===== config.mk =====
export PLATFORM = sky130hd
export DESIGN_NAME = packet_gap_histogram_sequence_monitor_flat
export DESIGN_NICKNAME = d
export VERILOG_FILES = /design/src/rtl/pghsm_pkg.sv /design/src/rtl/pghsm_in_if.sv /design/src/rtl/pghsm_out_if.sv /design/src/rtl/pghsm_regs.sv /design/src/rtl/pghsm_gap_div.sv /design/src/rtl/packet_gap_histogram_sequence_monitor.sv /design/src/flat_wrapper.sv
export SDC_FILE = /design/constraint.sdc
export NUM_CORES = 2
export LEC_CHECK = 0
export BUFFER_PORTS_ARGS = -buffer_cell sky130_fd_sc_hd__buf_4
export CORE_ASPECT_RATIO = 0.75
export CORE_MARGIN = 4
export CORE_UTILIZATION = 35
export DETAILED_ROUTE_END_ITERATION = 12
export PLACE_DENSITY_LB_ADDON = 0.25
export SYNTH_ARGS = -nofsm -noshare
export SYNTH_HDL_FRONTEND = slang
export SYNTH_SLANG_ARGS = --single-unit
export TNS_END_PERCENT = 50

===== constraint.sdc =====
create_clock -name clk -period 12.4 [get_ports clk]
set_clock_uncertainty 0.2 [all_clocks]
set_input_delay 0.62 -clock clk [delete_from_list [all_inputs] [get_ports clk]]
set_output_delay 0.62 -clock clk [all_outputs]
set_load 0.005 [all_outputs]

===== src/rtl/pghsm_pkg.sv =====
// shared types, constants and helper functions of the packet gap monitor
// no dependencies
package pghsm_pkg;

  localparam int TIME_WIDTH_DEF = 48;
  localparam int ARRIVAL_W      = 48;
  localparam int ID_W           = 8;
  localparam int CNT_W          = 32;
  localparam int CFG_W          = 16;
  localparam int NUM_BUCKETS    = 6;
  localparam int NUM_BOUNDS     = NUM_BUCKETS - 1;
  localparam int BKT_IDX_W      = $clog2(NUM_BUCKETS);
  localparam int APB_ADDR_W     = 5;
  localparam int APB_DATA_W     = 32;
  localparam int REG_IDX_W      = 3;

  localparam logic [ID_W-1:0] UNTRACKED_ID    = 8'd0;
  localparam logic [ID_W-1:0] MARKER_ID       = 8'd1;
  localparam logic [ID_W-1:0] FIRST_STREAM_ID = 8'd2;

  // ring arithmetic on a 254-entry id ring
  localparam logic [9:0]      RING_1X   = 10'd254;
  localparam logic [9:0]      RING_2X   = 10'd508;
  localparam logic [ID_W-1:0] HALF_RING = 8'd127;

  localparam logic [CFG_W-1:0] PAUSE_LIMIT_RST = 16'd2000;
  localparam logic [NUM_BOUNDS-1:0][CFG_W-1:0] BOUND_RST =
    {16'd100, 16'd50, 16'd20, 16'd10, 16'd5};

  typedef enum logic [REG_IDX_W-1:0] {
    REG_PAUSE_LIMIT = 3'd0,
    REG_BOUND_A     = 3'd1,
    REG_BOUND_B     = 3'd2,
    REG_BOUND_C     = 3'd3,
    REG_BOUND_D     = 3'd4,
    REG_BOUND_E     = 3'd5
  } reg_idx_t;

  typedef struct packed {
    logic [CFG_W-1:0]                  pause_limit;
    logic [NUM_BOUNDS-1:0][CFG_W-1:0]  bound;
  } cfg_t;

  // 256^i mod 125, weights of the bytes of a 64-bit word
  localparam int NUM_BYTES = 8;
  localparam logic [6:0] BYTE_WT [NUM_BYTES] =
    '{7'd1, 7'd6, 7'd36, 7'd91, 7'd46, 7'd26, 7'd31, 7'd61};

  // inverse of an odd value modulo 2^32, newton iteration
  function automatic logic [31:0] inv_mod32(input logic [31:0] a);
    logic [31:0] x;
    x = a;
    for (int i = 0; i < 5; i++) begin
      x = x * (32'd2 - a * x);
    end
    return x;
  endfunction

  localparam logic [31:0] INV125 = inv_mod32(32'd125);

  // residue mod 125 of an 18-bit weighted byte sum
  function automatic logic [6:0] mod125(input logic [17:0] s);
    logic [12:0] t;
    logic [8:0]  u;
    t = 13'(s[17:10]) * 13'd24 + 13'(s[9:0]);
    u = 9'(t[12:7]) * 9'd3 + 9'(t[6:0]);
    if (u >= 9'd250) begin
      u = u - 9'd250;
    end else if (u >= 9'd125) begin
      u = u - 9'd125;
    end
    return u[6:0];
  endfunction

endpackage


===== src/rtl/pghsm_in_if.sv =====
// input channel of the packet gap monitor: one frame packet per transfer
// depends on pghsm_pkg
interface pghsm_in_if import pghsm_pkg::*; ();
  logic                 valid;
  logic                 ready;
  logic [ID_W-1:0]      frame_id;
  logic [ARRIVAL_W-1:0] arrival_us;

  modport source (output valid, frame_id, arrival_us, input ready);
  modport sink   (input valid, frame_id, arrival_us, output ready);
endinterface


===== src/rtl/pghsm_out_if.sv =====
// result channel of the packet gap monitor: all counters per transfer
// depends on pghsm_pkg
interface pghsm_out_if import pghsm_pkg::*; ();
  logic                 valid;
  logic                 ready;
  logic [CNT_W-1:0]     hist_count_0;
  logic [CNT_W-1:0]     hist_count_1;
  logic [CNT_W-1:0]     hist_count_2;
  logic [CNT_W-1:0]     hist_count_3;
  logic [CNT_W-1:0]     hist_count_4;
  logic [CNT_W-1:0]     hist_count_5;
  logic [CNT_W-1:0]     peak_gap_ms;
  logic [ARRIVAL_W-1:0] peak_gap_time_us;
  logic [CNT_W-1:0]     lost_total;
  logic [CNT_W-1:0]     reorder_total;

  modport source (
    output valid, hist_count_0, hist_count_1, hist_count_2, hist_count_3,
           hist_count_4, hist_count_5, peak_gap_ms, peak_gap_time_us,
           lost_total, reorder_total,
    input  ready
  );
  modport sink (
    input  valid, hist_count_0, hist_count_1, hist_count_2, hist_count_3,
           hist_count_4, hist_count_5, peak_gap_ms, peak_gap_time_us,
           lost_total, reorder_total,
    output ready
  );
endinterface


===== src/rtl/pghsm_regs.sv =====
// apb register file: pause limit and the five bucket bounds
// depends on pghsm_pkg
module pghsm_regs import pghsm_pkg::*; (
  input  logic                  clk,
  input  logic                  rst,
  input  logic                  psel,
  input  logic                  penable,
  input  logic                  pwrite,
  input  logic [APB_ADDR_W-1:0] paddr,
  input  logic [APB_DATA_W-1:0] pwdata,
  output logic [APB_DATA_W-1:0] prdata,
  output logic                  pready,
  output cfg_t                  cfg
);

  reg_idx_t   idx;
  logic       wr;
  logic [CFG_W-1:0] rd_val;

  assign idx    = reg_idx_t'(paddr[APB_ADDR_W-1:2]);
  assign pready = 1'b1;
  assign wr     = psel && penable && pwrite && pready;

  always_ff @(posedge clk) begin
    if (rst) begin
      cfg.pause_limit <= PAUSE_LIMIT_RST;
      cfg.bound       <= BOUND_RST;
    end else if (wr) begin
      unique case (idx)
        REG_PAUSE_LIMIT: cfg.pause_limit <= pwdata[CFG_W-1:0];
        REG_BOUND_A:     cfg.bound[0]    <= pwdata[CFG_W-1:0];
        REG_BOUND_B:     cfg.bound[1]    <= pwdata[CFG_W-1:0];
        REG_BOUND_C:     cfg.bound[2]    <= pwdata[CFG_W-1:0];
        REG_BOUND_D:     cfg.bound[3]    <= pwdata[CFG_W-1:0];
        REG_BOUND_E:     cfg.bound[4]    <= pwdata[CFG_W-1:0];
        default: ;
      endcase
    end
  end

  always_comb begin
    unique case (idx)
      REG_PAUSE_LIMIT: rd_val = cfg.pause_limit;
      REG_BOUND_A:     rd_val = cfg.bound[0];
      REG_BOUND_B:     rd_val = cfg.bound[1];
      REG_BOUND_C:     rd_val = cfg.bound[2];
      REG_BOUND_D:     rd_val = cfg.bound[3];
      REG_BOUND_E:     rd_val = cfg.bound[4];
      default:         rd_val = '0;
    endcase
  end

  assign prdata = APB_DATA_W'(rd_val);

endmodule


===== src/rtl/pghsm_gap_div.sv =====
// three-stage divide of a microsecond difference by 1000, low 32 bits
// of the quotient; residue mod 125 first, then exact division by inverse
// depends on pghsm_pkg
module pghsm_gap_div import pghsm_pkg::*; #(
  parameter int TIME_WIDTH = TIME_WIDTH_DEF,
  parameter int TAG_W      = 1
) (
  input  logic                  clk,
  input  logic                  rst,
  input  logic                  en,
  input  logic                  in_valid,
  input  logic [TIME_WIDTH-1:0] in_diff,
  input  logic [TAG_W-1:0]      in_tag,
  output logic                  out_valid,
  output logic [CNT_W-1:0]      out_gap,
  output logic [TAG_W-1:0]      out_tag
);

  logic [63:0]      x;
  logic [17:0]      wsum;
  logic             valid_a, valid_b;
  logic [17:0]      sum_a;
  logic [31:0]      xlo_a, xlo_b;
  logic [6:0]       rem_b;
  logic [TAG_W-1:0] tag_a, tag_b;

  // diff / 1000 == (diff >> 3) / 125
  assign x = 64'(in_diff) >> 3;

  always_comb begin
    wsum = '0;
    for (int i = 0; i < NUM_BYTES; i++) begin
      wsum = wsum + 18'(x[8*i +: 8]) * 18'(BYTE_WT[i]);
    end
  end

  always_ff @(posedge clk) begin
    if (rst) begin
      valid_a   <= 1'b0;
      valid_b   <= 1'b0;
      out_valid <= 1'b0;
    end else if (en) begin
      valid_a   <= in_valid;
      valid_b   <= valid_a;
      out_valid <= valid_b;
    end
  end

  always_ff @(posedge clk) begin
    if (en) begin
      sum_a   <= wsum;
      xlo_a   <= x[31:0];
      tag_a   <= in_tag;
      rem_b   <= mod125(sum_a);
      xlo_b   <= xlo_a;
      tag_b   <= tag_a;
      out_gap <= (xlo_b - 32'(rem_b)) * INV125;
      out_tag <= tag_b;
    end
  end

endmodule


===== src/rtl/packet_gap_histogram_sequence_monitor.sv =====
// top level of the packet gap histogram and sequence loss monitor
// depends on pghsm_pkg, pghsm_in_if, pghsm_out_if, pghsm_regs, pghsm_gap_div
//
//  channel  dir  handshake            carries
//  frames   in   valid/ready          frame_id, arrival_us
//  stats    out  valid/ready          six bucket counts, peak gap, loss counts
//  apb      in   psel/penable/pready  pause limit, bucket bounds
//
// one packet per cycle while the stats channel is not stalled; a frames transfer is
// registered in the input stage, the three-stage divide by 1000 and the counter stage
// synchronous active-high rst clears all counters and state and resets the apb registers to their defaults
// a stalled stats channel freezes the whole pipeline and drops frames.ready
module packet_gap_histogram_sequence_monitor import pghsm_pkg::*; #(
  parameter int TIME_WIDTH = TIME_WIDTH_DEF
) (
  input  logic                  clk,
  input  logic                  rst,
  pghsm_in_if.sink              frames,
  pghsm_out_if.source           stats,
  input  logic                  psel,
  input  logic                  penable,
  input  logic                  pwrite,
  input  logic [APB_ADDR_W-1:0] paddr,
  input  logic [APB_DATA_W-1:0] pwdata,
  output logic [APB_DATA_W-1:0] prdata,
  output logic                  pready
);

  localparam int TAG_W = ID_W + 1 + TIME_WIDTH;

  cfg_t cfg;

  logic                  adv;
  logic                  accept;
  logic [63:0]           arr_ext;
  logic [TIME_WIDTH-1:0] now;
  logic [TIME_WIDTH-1:0] last_arrival;

  logic                  v1;
  logic [TIME_WIDTH-1:0] diff1;
  logic [TAG_W-1:0]      tag1;

  logic                  v4;
  logic [CNT_W-1:0]      gap4;
  logic [TAG_W-1:0]      tag4;
  logic [ID_W-1:0]       id4;
  logic                  has_gap4;
  logic [TIME_WIDTH-1:0] now4;

  logic [NUM_BUCKETS-1:0][CNT_W-1:0] hist, hist_next;
  logic [CNT_W-1:0]      peak_gap, peak_gap_next;
  logic [TIME_WIDTH-1:0] peak_time, peak_time_next;
  logic [CNT_W-1:0]      lost_count, lost_count_next;
  logic [CNT_W-1:0]      reorder_count, reorder_count_next;
  logic                  seq_armed, seq_armed_next;
  logic [ID_W-1:0]       last_seq_id, last_seq_id_next;
  logic                  out_valid;
  logic [63:0]           peak_ext;

  logic                  armed_tmp;
  logic [NUM_BOUNDS-1:0] above;
  logic [BKT_IDX_W-1:0]  bkt;
  logic [ID_W-1:0]       pos, prev;
  logic [9:0]            ring_d;
  logic [ID_W-1:0]       step;

  pghsm_regs u_regs (
    .clk     (clk),
    .rst     (rst),
    .psel    (psel),
    .penable (penable),
    .pwrite  (pwrite),
    .paddr   (paddr),
    .pwdata  (pwdata),
    .prdata  (prdata),
    .pready  (pready),
    .cfg     (cfg)
  );

  assign adv          = !(out_valid && !stats.ready);
  assign frames.ready = adv;
  assign accept       = frames.valid && adv;
  assign arr_ext      = 64'(frames.arrival_us);
  assign now          = arr_ext[TIME_WIDTH-1:0];

  // input stage: arrival difference and timing arm state
  always_ff @(posedge clk) begin
    if (rst) begin
      last_arrival <= '0;
      v1           <= 1'b0;
    end else if (adv) begin
      v1 <= frames.valid;
      if (frames.valid) begin
        if (frames.frame_id == MARKER_ID) begin
          last_arrival <= '0;
        end else if (frames.frame_id != UNTRACKED_ID) begin
          last_arrival <= now;
        end
      end
    end
  end

  always_ff @(posedge clk) begin
    if (accept) begin
      diff1 <= now - last_arrival;
      tag1  <= {frames.frame_id,
                (frames.frame_id >= FIRST_STREAM_ID) && (last_arrival != '0),
                now};
    end
  end

  pghsm_gap_div #(
    .TIME_WIDTH (TIME_WIDTH),
    .TAG_W      (TAG_W)
  ) u_div (
    .clk       (clk),
    .rst       (rst),
    .en        (adv),
    .in_valid  (v1),
    .in_diff   (diff1),
    .in_tag    (tag1),
    .out_valid (v4),
    .out_gap   (gap4),
    .out_tag   (tag4)
  );

  assign {id4, has_gap4, now4} = tag4;

  // bucket select: first bound the gap does not exceed
  always_comb begin
    for (int i = 0; i < NUM_BOUNDS; i++) begin
      above[i] = gap4 > CNT_W'(cfg.bound[i]);
    end
    bkt = BKT_IDX_W'(NUM_BOUNDS);
    for (int i = NUM_BOUNDS - 1; i >= 0; i--) begin
      if (!above[i]) begin
        bkt = BKT_IDX_W'(i);
      end
    end
  end

  // forward step on the id ring
  always_comb begin
    pos    = id4 - FIRST_STREAM_ID;
    prev   = last_seq_id - FIRST_STREAM_ID;
    ring_d = 10'(pos) + RING_2X - 10'(prev);
    if (ring_d >= RING_2X) begin
      ring_d = ring_d - RING_2X;
    end
    if (ring_d >= RING_1X) begin
      ring_d = ring_d - RING_1X;
    end
    step = ring_d[ID_W-1:0];
  end

  always_comb begin
    hist_next          = hist;
    peak_gap_next      = peak_gap;
    peak_time_next     = peak_time;
    lost_count_next    = lost_count;
    reorder_count_next = reorder_count;
    seq_armed_next     = seq_armed;
    last_seq_id_next   = last_seq_id;
    armed_tmp          = seq_armed;
    if (v4) begin
      if (id4 == MARKER_ID) begin
        seq_armed_next = 1'b0;
        peak_gap_next  = '0;
        peak_time_next = '0;
      end else if (id4 != UNTRACKED_ID) begin
        if (has_gap4) begin
          if (gap4 > CNT_W'(cfg.pause_limit)) begin
            armed_tmp = 1'b0;
          end else begin
            hist_next[bkt] = hist[bkt] + CNT_W'(1);
            if (gap4 > peak_gap) begin
              peak_gap_next  = gap4;
              peak_time_next = now4;
            end
          end
        end
        if (armed_tmp && step >= HALF_RING) begin
          reorder_count_next = reorder_count + CNT_W'(1);
          if (lost_count != '0) begin
            lost_count_next = lost_count - CNT_W'(1);
          end
        end else begin
          if (armed_tmp && step > 8'd1) begin
            lost_count_next = lost_count + CNT_W'(step) - CNT_W'(1);
          end
          last_seq_id_next = id4;
          seq_armed_next   = 1'b1;
        end
      end
    end
  end

  // counter stage; the state registers are the result registers
  always_ff @(posedge clk) begin
    if (rst) begin
      hist          <= '0;
      peak_gap      <= '0;
      peak_time     <= '0;
      lost_count    <= '0;
      reorder_count <= '0;
      seq_armed     <= 1'b0;
      last_seq_id   <= '0;
      out_valid     <= 1'b0;
    end else if (adv) begin
      hist          <= hist_next;
      peak_gap      <= peak_gap_next;
      peak_time     <= peak_time_next;
      lost_count    <= lost_count_next;
      reorder_count <= reorder_count_next;
      seq_armed     <= seq_armed_next;
      last_seq_id   <= last_seq_id_next;
      out_valid     <= v4;
    end
  end

  assign peak_ext               = 64'(peak_time);
  assign stats.valid            = out_valid;
  assign stats.hist_count_0     = hist[0];
  assign stats.hist_count_1     = hist[1];
  assign stats.hist_count_2     = hist[2];
  assign stats.hist_count_3     = hist[3];
  assign stats.hist_count_4     = hist[4];
  assign stats.hist_count_5     = hist[5];
  assign stats.peak_gap_ms      = peak_gap;
  assign stats.peak_gap_time_us = peak_ext[ARRIVAL_W-1:0];
  assign stats.lost_total       = lost_count;
  assign stats.reorder_total    = reorder_count;

endmodule


===== src/flat_wrapper.sv =====
// flat-port wrapper written by rule: the top's interface ports become plain ports
module packet_gap_histogram_sequence_monitor_flat import pghsm_pkg::*;
#(
  parameter int TIME_WIDTH = TIME_WIDTH_DEF
)
  (clk, rst, psel, penable, pwrite, paddr, pwdata, prdata, pready, frames_valid, frames_frame_id, frames_arrival_us, frames_ready, stats_valid, stats_hist_count_0, stats_hist_count_1, stats_hist_count_2, stats_hist_count_3, stats_hist_count_4, stats_hist_count_5, stats_peak_gap_ms, stats_peak_gap_time_us, stats_lost_total, stats_reorder_total, stats_ready);
  pghsm_in_if frames_i ();
  pghsm_out_if stats_i ();
  input  logic clk;
  input  logic rst;
  input  logic psel;
  input  logic penable;
  input  logic pwrite;
  input  logic [APB_ADDR_W-1:0] paddr;
  input  logic [APB_DATA_W-1:0] pwdata;
  output logic [APB_DATA_W-1:0] prdata;
  output logic pready;
  input wire logic [$bits(frames_i.valid)-1:0] frames_valid;
  input wire logic [$bits(frames_i.frame_id)-1:0] frames_frame_id;
  input wire logic [$bits(frames_i.arrival_us)-1:0] frames_arrival_us;
  output wire logic [$bits(frames_i.ready)-1:0] frames_ready;
  output wire logic [$bits(stats_i.valid)-1:0] stats_valid;
  output wire logic [$bits(stats_i.hist_count_0)-1:0] stats_hist_count_0;
  output wire logic [$bits(stats_i.hist_count_1)-1:0] stats_hist_count_1;
  output wire logic [$bits(stats_i.hist_count_2)-1:0] stats_hist_count_2;
  output wire logic [$bits(stats_i.hist_count_3)-1:0] stats_hist_count_3;
  output wire logic [$bits(stats_i.hist_count_4)-1:0] stats_hist_count_4;
  output wire logic [$bits(stats_i.hist_count_5)-1:0] stats_hist_count_5;
  output wire logic [$bits(stats_i.peak_gap_ms)-1:0] stats_peak_gap_ms;
  output wire logic [$bits(stats_i.peak_gap_time_us)-1:0] stats_peak_gap_time_us;
  output wire logic [$bits(stats_i.lost_total)-1:0] stats_lost_total;
  output wire logic [$bits(stats_i.reorder_total)-1:0] stats_reorder_total;
  input wire logic [$bits(stats_i.ready)-1:0] stats_ready;
  assign frames_i.valid = frames_valid;
  assign frames_i.frame_id = frames_frame_id;
  assign frames_i.arrival_us = frames_arrival_us;
  assign frames_ready = frames_i.ready;
  assign stats_valid = stats_i.valid;
  assign stats_hist_count_0 = stats_i.hist_count_0;
  assign stats_hist_count_1 = stats_i.hist_count_1;
  assign stats_hist_count_2 = stats_i.hist_count_2;
  assign stats_hist_count_3 = stats_i.hist_count_3;
  assign stats_hist_count_4 = stats_i.hist_count_4;
  assign stats_hist_count_5 = stats_i.hist_count_5;
  assign stats_peak_gap_ms = stats_i.peak_gap_ms;
  assign stats_peak_gap_time_us = stats_i.peak_gap_time_us;
  assign stats_lost_total = stats_i.lost_total;
  assign stats_reorder_total = stats_i.reorder_total;
  assign stats_i.ready = stats_ready;
  packet_gap_histogram_sequence_monitor #(.TIME_WIDTH(TIME_WIDTH)) u_core (.clk(clk), .rst(rst), .frames(frames_i), .stats(stats_i), .psel(psel), .penable(penable), .pwrite(pwrite), .paddr(paddr), .pwdata(pwdata), .prdata(prdata), .pready(pready));
endmodule

# Yosys cells after proc, flatten, opt, wreduce, memory -nomap -nowiden
# Cells that the tools add are included.
# op_classes
n_addsub	22
multipliers	8
order_cmp	16
eq_ne	10
muxes	38
bitwise	4
n_reduce_logical	33
# op_table
cell	n
48-bit two-way mux	7
32-bit two-way mux	10
192-bit bitwise mux	1
32-bit by 16-bit > comparator with 1-bit output	6
32-bit binary-select mux with 3-bit select	1
32-bit demux with 3-bit select	1
16-bit case mux with 6 select lines	1
32-bit by 1-bit adder with 32-bit output, second input constant	2
32-bit by 1-bit subtractor with 32-bit output, second input constant	2
48-bit nonzero test	1
48-bit subtractor	1
32-bit by 8-bit adder with 32-bit output	1
32-bit > comparator	1
32-bit by 30-bit multiplier with 32-bit output, second input constant	1
32-bit nonzero test	1
32-bit by 7-bit subtractor with 32-bit output	1
8-bit by 2-bit multiplier with 10-bit output, second input constant	2
17-bit by 10-bit adder with 18-bit output	1
6-bit AND reduction	3
16-bit by 14-bit adder with 17-bit output	1
15-bit by 15-bit adder with 16-bit output	1
8-bit by 1-bit equality test with 1-bit output, second input constant	2
8-bit nonzero test	2
8-bit by 2-bit subtractor with 8-bit output, second input constant	2
other kinds (42)	79
# totals
ff_bits	891
input_bits	100
elab_cells	165

# Longest topological paths before layout
# logic_depth
ltp_word	12
ltp_mapped	38
mapped_depth_nobuf	38

# By module
# From an unflattened synthesis, not the netlist that was laid out.
# hier_totals
cells_unflattened	6062
area_unflattened_um2	59637.2
# by_module_without_submodules
mod	instances	cells_per_inst	area_per_inst_um2	seq_area_each_um2
packet_gap_histogram_sequence_monitor	1	3601	30888.4	11060.6
pghsm_gap_div	1	1959	24029.3	8798.4
pghsm_regs	1	502	4719.5	1921.8

# Worst setup path after synthesis
# OpenSTA, ideal clock, no wires.
# synth_timing
path_type	input to register
start	in stats_ready
end	reg u_core.last_arrival[27]
t_arrival_ps	10564
t_required_ps	12072
setup_slack_ps	1508
path_stages	8
path_cell_list	nor2b_1 > inv_1 > and2_1 > o21ai_0 > clkbuf_1 > clkbuf_1 > a22oi_1 > nor2_1
# synth_between
elab_chain_cells	4
# synth_lines
element	line_no	rtl
start: declaration	flat_wrapper.sv:33	input wire logic [$bits(stats_i.ready)-1:0] stats_ready;
1-bit logical NOT	packet_gap_histogram_sequence_monitor.sv:80	assign adv = !(out_valid && !stats.ready);
1-bit logical AND	packet_gap_histogram_sequence_monitor.sv:80	
1-bit inverter (no line)	--	
3-bit AND reduction (no line)	--	
end signal: assignment	packet_gap_histogram_sequence_monitor.sv:97	last_arrival <= now;
end: declaration	packet_gap_histogram_sequence_monitor.sv:37	logic [TIME_WIDTH-1:0] last_arrival;
# Every way passes these cells.
# A chain may end at the register's enable or synchronous reset.

# Worst setup path after layout
# layout_timing
start	reg u_core.u_div.rem_b[0]
end	reg u_core.u_div.out_gap[30], data pin
# layout_between
elab_chain_cells	2
# layout_lines
element	line_no	rtl
start: declaration	pghsm_gap_div.sv:24	logic [6:0] rem_b;
start signal: assignment	pghsm_gap_div.sv:54	rem_b <= mod125(sum_a);
32-bit by 7-bit subtractor with 32-bit output	pghsm_gap_div.sv:57	out_gap <= (xlo_b - 32'(rem_b)) * INV125;
32-bit by 30-bit multiplier with 32-bit output	pghsm_gap_div.sv:57	
end signal: assignment	pghsm_gap_div.sv:57	
end: declaration	pghsm_gap_div.sv:15	output logic [CNT_W-1:0] out_gap,
# Every way passes these cells.

==> qor.yml <==
synth_edf_count: 393
layout-drive-gt1-share_pct: 11.9
rows: 129
period_needed_ns: 9.54
overflow: 0
vias: 46391
ys_top_cells_by_count: "inv_1, ha_1, dfxtp_1, nand2_1, nor2_1"
finalSetupViolCount: 0
via_per_inst: 5.33
slowest_stage: "fa_1"
fmaxAchievable_mhz: 105
path_buf_inv: 6
cts_buffers: 99
post_cts_buffers: 0
dieArea_sq_mm: 0.172
yosysMostFrequentCell: "inv_1"
fin_setup_tns_ns: 0
dr.pass1.iters: 7
h-tree-depth: 3
nets: 7385
initial_utilization_pct: 35.2
cp.arrival_ns: 9.82
netlist_instances: 5971
grt_use_total_pct: 21.5
worst-setup-path-type: "reg2reg"
ys_warn_count: 0
status: "complete, no violations"
rsz0062_at_grt: "false"
clock_latency_ns: 0.74
clkTransAtPathRegs_ns: 0.06
grt_max_degree: 145
drc: 0
core-area_sq_mm: 0.165
hold_class: "in2reg"
synthArstFlopShare_pct: 0
worst_path_largest_cell_delay_ns: 0.54
finalCritPeriodShare_pct: 76.9
finalHoldViolations: 0
yosysTopAreaCell: "edfxtp_1"
grt_pass1_vias: 44563
cts.path.max_buffers: 3
syn_area_sq_mm: 0.0580
cts-root-buf: "clkbuf_16"
drt_iter0_drc: 4653
cts_resized: 0
die_y_um: 360
crit_required_ns: 12.68
portBuffers: 435
routed_wl_um: 190000
die_w_um: 478
worst_slew_pin_slew_ns: 1.31
grt_pass1_wl_um: 285000
synthFlopType: "dfxtp_1"
synthTopCellsByArea: "edfxtp_1, dfxtp_1, ha_1"
antenna_found_initial: 15
path_delay_family: "adder cells"
detail_route.wl_per_cell_um: 21.9
place.detailed.hpwl_um: 143000
start_kind: "flip-flop"
drv_slew: 0
gp_congestion: 0.939
hold_buffers: 72
utilization_pct: 41.2
cts_sinks: 887
ys_seq_area_share_pct: 37.4
synth.distinct_cells: 112
synth_area_per_cell_sq_um: 9.71
slew_headroom_pct: 12.2
path_common_cell: "fa_1"
ios: 471
worst_setup_path_end_kind: "flip-flop"
crit_fanout: 8
synth_top_area_share_pct: 20.4
ys_ff_latch: 887
cts_tree: "built"
fill_cells: 16006
ant_nets: 0
cap_violations: 0
syn_to_final_growth_pct: 17.0
==> state kept, by name, summed over array words and instances, names as in the netlist, 45 cells and up <==
| register | cells |
|---|---|
| u_core.u_div.out_tag | 57 |
| u_core.last_arrival | 48 |
| u_core.u_div.tag_b | 57 |
| u_core.tag1 | 57 |
| u_core.diff1 | 45 |
| u_core.stats.peak_gap_time_us | 48 |
| u_core.u_div.tag_a | 57 |
| u_core.u_regs.cfg | 96 |
==> stage by stage <==
step                      worst slack, ns  hold WS (ns)  area [sq um]  instances
after global routing                 2.20        0.0726         67800       8707
after CTS                            2.90        0.0244         67800       8705
after detailed placement             2.93         0.205         63600       8446
final                                2.86        0.0806         67800       8711
after floorplan                      1.51         0.200         58000       5986
after global placement               3.00         0.201         63600       8446
==> path summary, 6_finish.rpt <==
| path | cells after the start | slack [ns] | startpoint | endpoint |
|---|---|---|---|---|
| worst min register to register | 0 | 0.20 | u_core.u_div.tag_b[55]$_DFFE_PN_ | u_core.u_div.out_tag[55]$_DFFE_PN_ |
| worst max register to register | 34 | 2.86 | u_core.u_div.rem_b[0]$_DFFE_PN_ | u_core.u_div.out_gap[30]$_DFFE_PN_ |
| worst min-delay path | 2 | 0.08 | rst | u_core.stats.hist_count_1[3]$_SDFFE_PP0P_ |
| worst max-delay path | 34 | 2.86 | u_core.u_div.rem_b[0]$_DFFE_PN_ | u_core.u_div.out_gap[30]$_DFFE_PN_ |
==> placed cells by master (no fill, tap or decap), drive strengths merged, types with 38 or more instances in the layout <==
cell type / netlist / layout
inv: 839 / 850
ha: 615 / 615
buf: 66 / 503
dfxtp: 494 / 494
nor2: 406 / 406
nand2: 404 / 404
edfxtp: 393 / 393
a21oi: 303 / 303
fa: 278 / 278
nand3: 240 / 240
xnor2: 180 / 180
nor3: 169 / 169
o21ai: 163 / 163
clkbuf: 204 / 128
a22oi: 105 / 105
a211oi: 95 / 95
a21o: 83 / 83
o211ai: 82 / 82
xor2: 80 / 80
dlygate4sd3: 0 / 72
a22o: 66 / 66
nand4: 64 / 64
nor4: 57 / 57
and3: 46 / 46
o21a: 38 / 38
==> final cells by class <==
class                           count  area [sq um]  share of cell area (%)
Tap cell                         2227          2790                    4.11
Sequential cell                   887         21700                    32.0
Inverter                          839          3160                    4.66
Antenna cell                        6          15.0                  0.0221
Timing Repair Buffer              575          4520                    6.66
Clock inverter                     59           767                    1.13
Clock buffer                      128          2750                    4.06
Multi-Input combinational cell   3990         32100                    47.4
==> worst register-to-register path: cells and delay by family (launching register included) <==
| family | cells | cell delay, ns |
|---|---|---|
| AO/OA/AOI/OAI | 9 | 1.83 |
| AND/OR/NAND/NOR | 6 | 0.90 |
| adder cells (fa/ha/maj) | 11 | 4.62 |
| buffers and inverters | 6 | 0.75 |
| XOR/XNOR | 2 | 0.63 |
| flip-flops | 1 | 0.37 |
==> cell families (layout without fill, tap and decap cells) <==
family,Yosys count,in the layout,share of synthesized area [%]
AOI/OAI and AO/OA,1189,1189,14.2
xor gates and xnor gates,260,260,3.93
adders and majority gates,893,893,22.9
buffers and inverters,1109,1601,7.47
DFF,887,887,37.4
muxes,35,35,0.620
other,2,23,0.0130
and+or+nand+nor,1596,1596,13.4
==> layer usage <==
metal	track usage, %	vias up	wire length [um]
met2	31.6	1734	80000
met3	4.35	314	15200
met1	31.4	22621	87700
met5	0	-	34
met4	7.53	6	7540
li1	-	21716	-
Power is not shown: default switching activity piles up to over one toggle a cycle in this logic, so the estimate is an artifact.
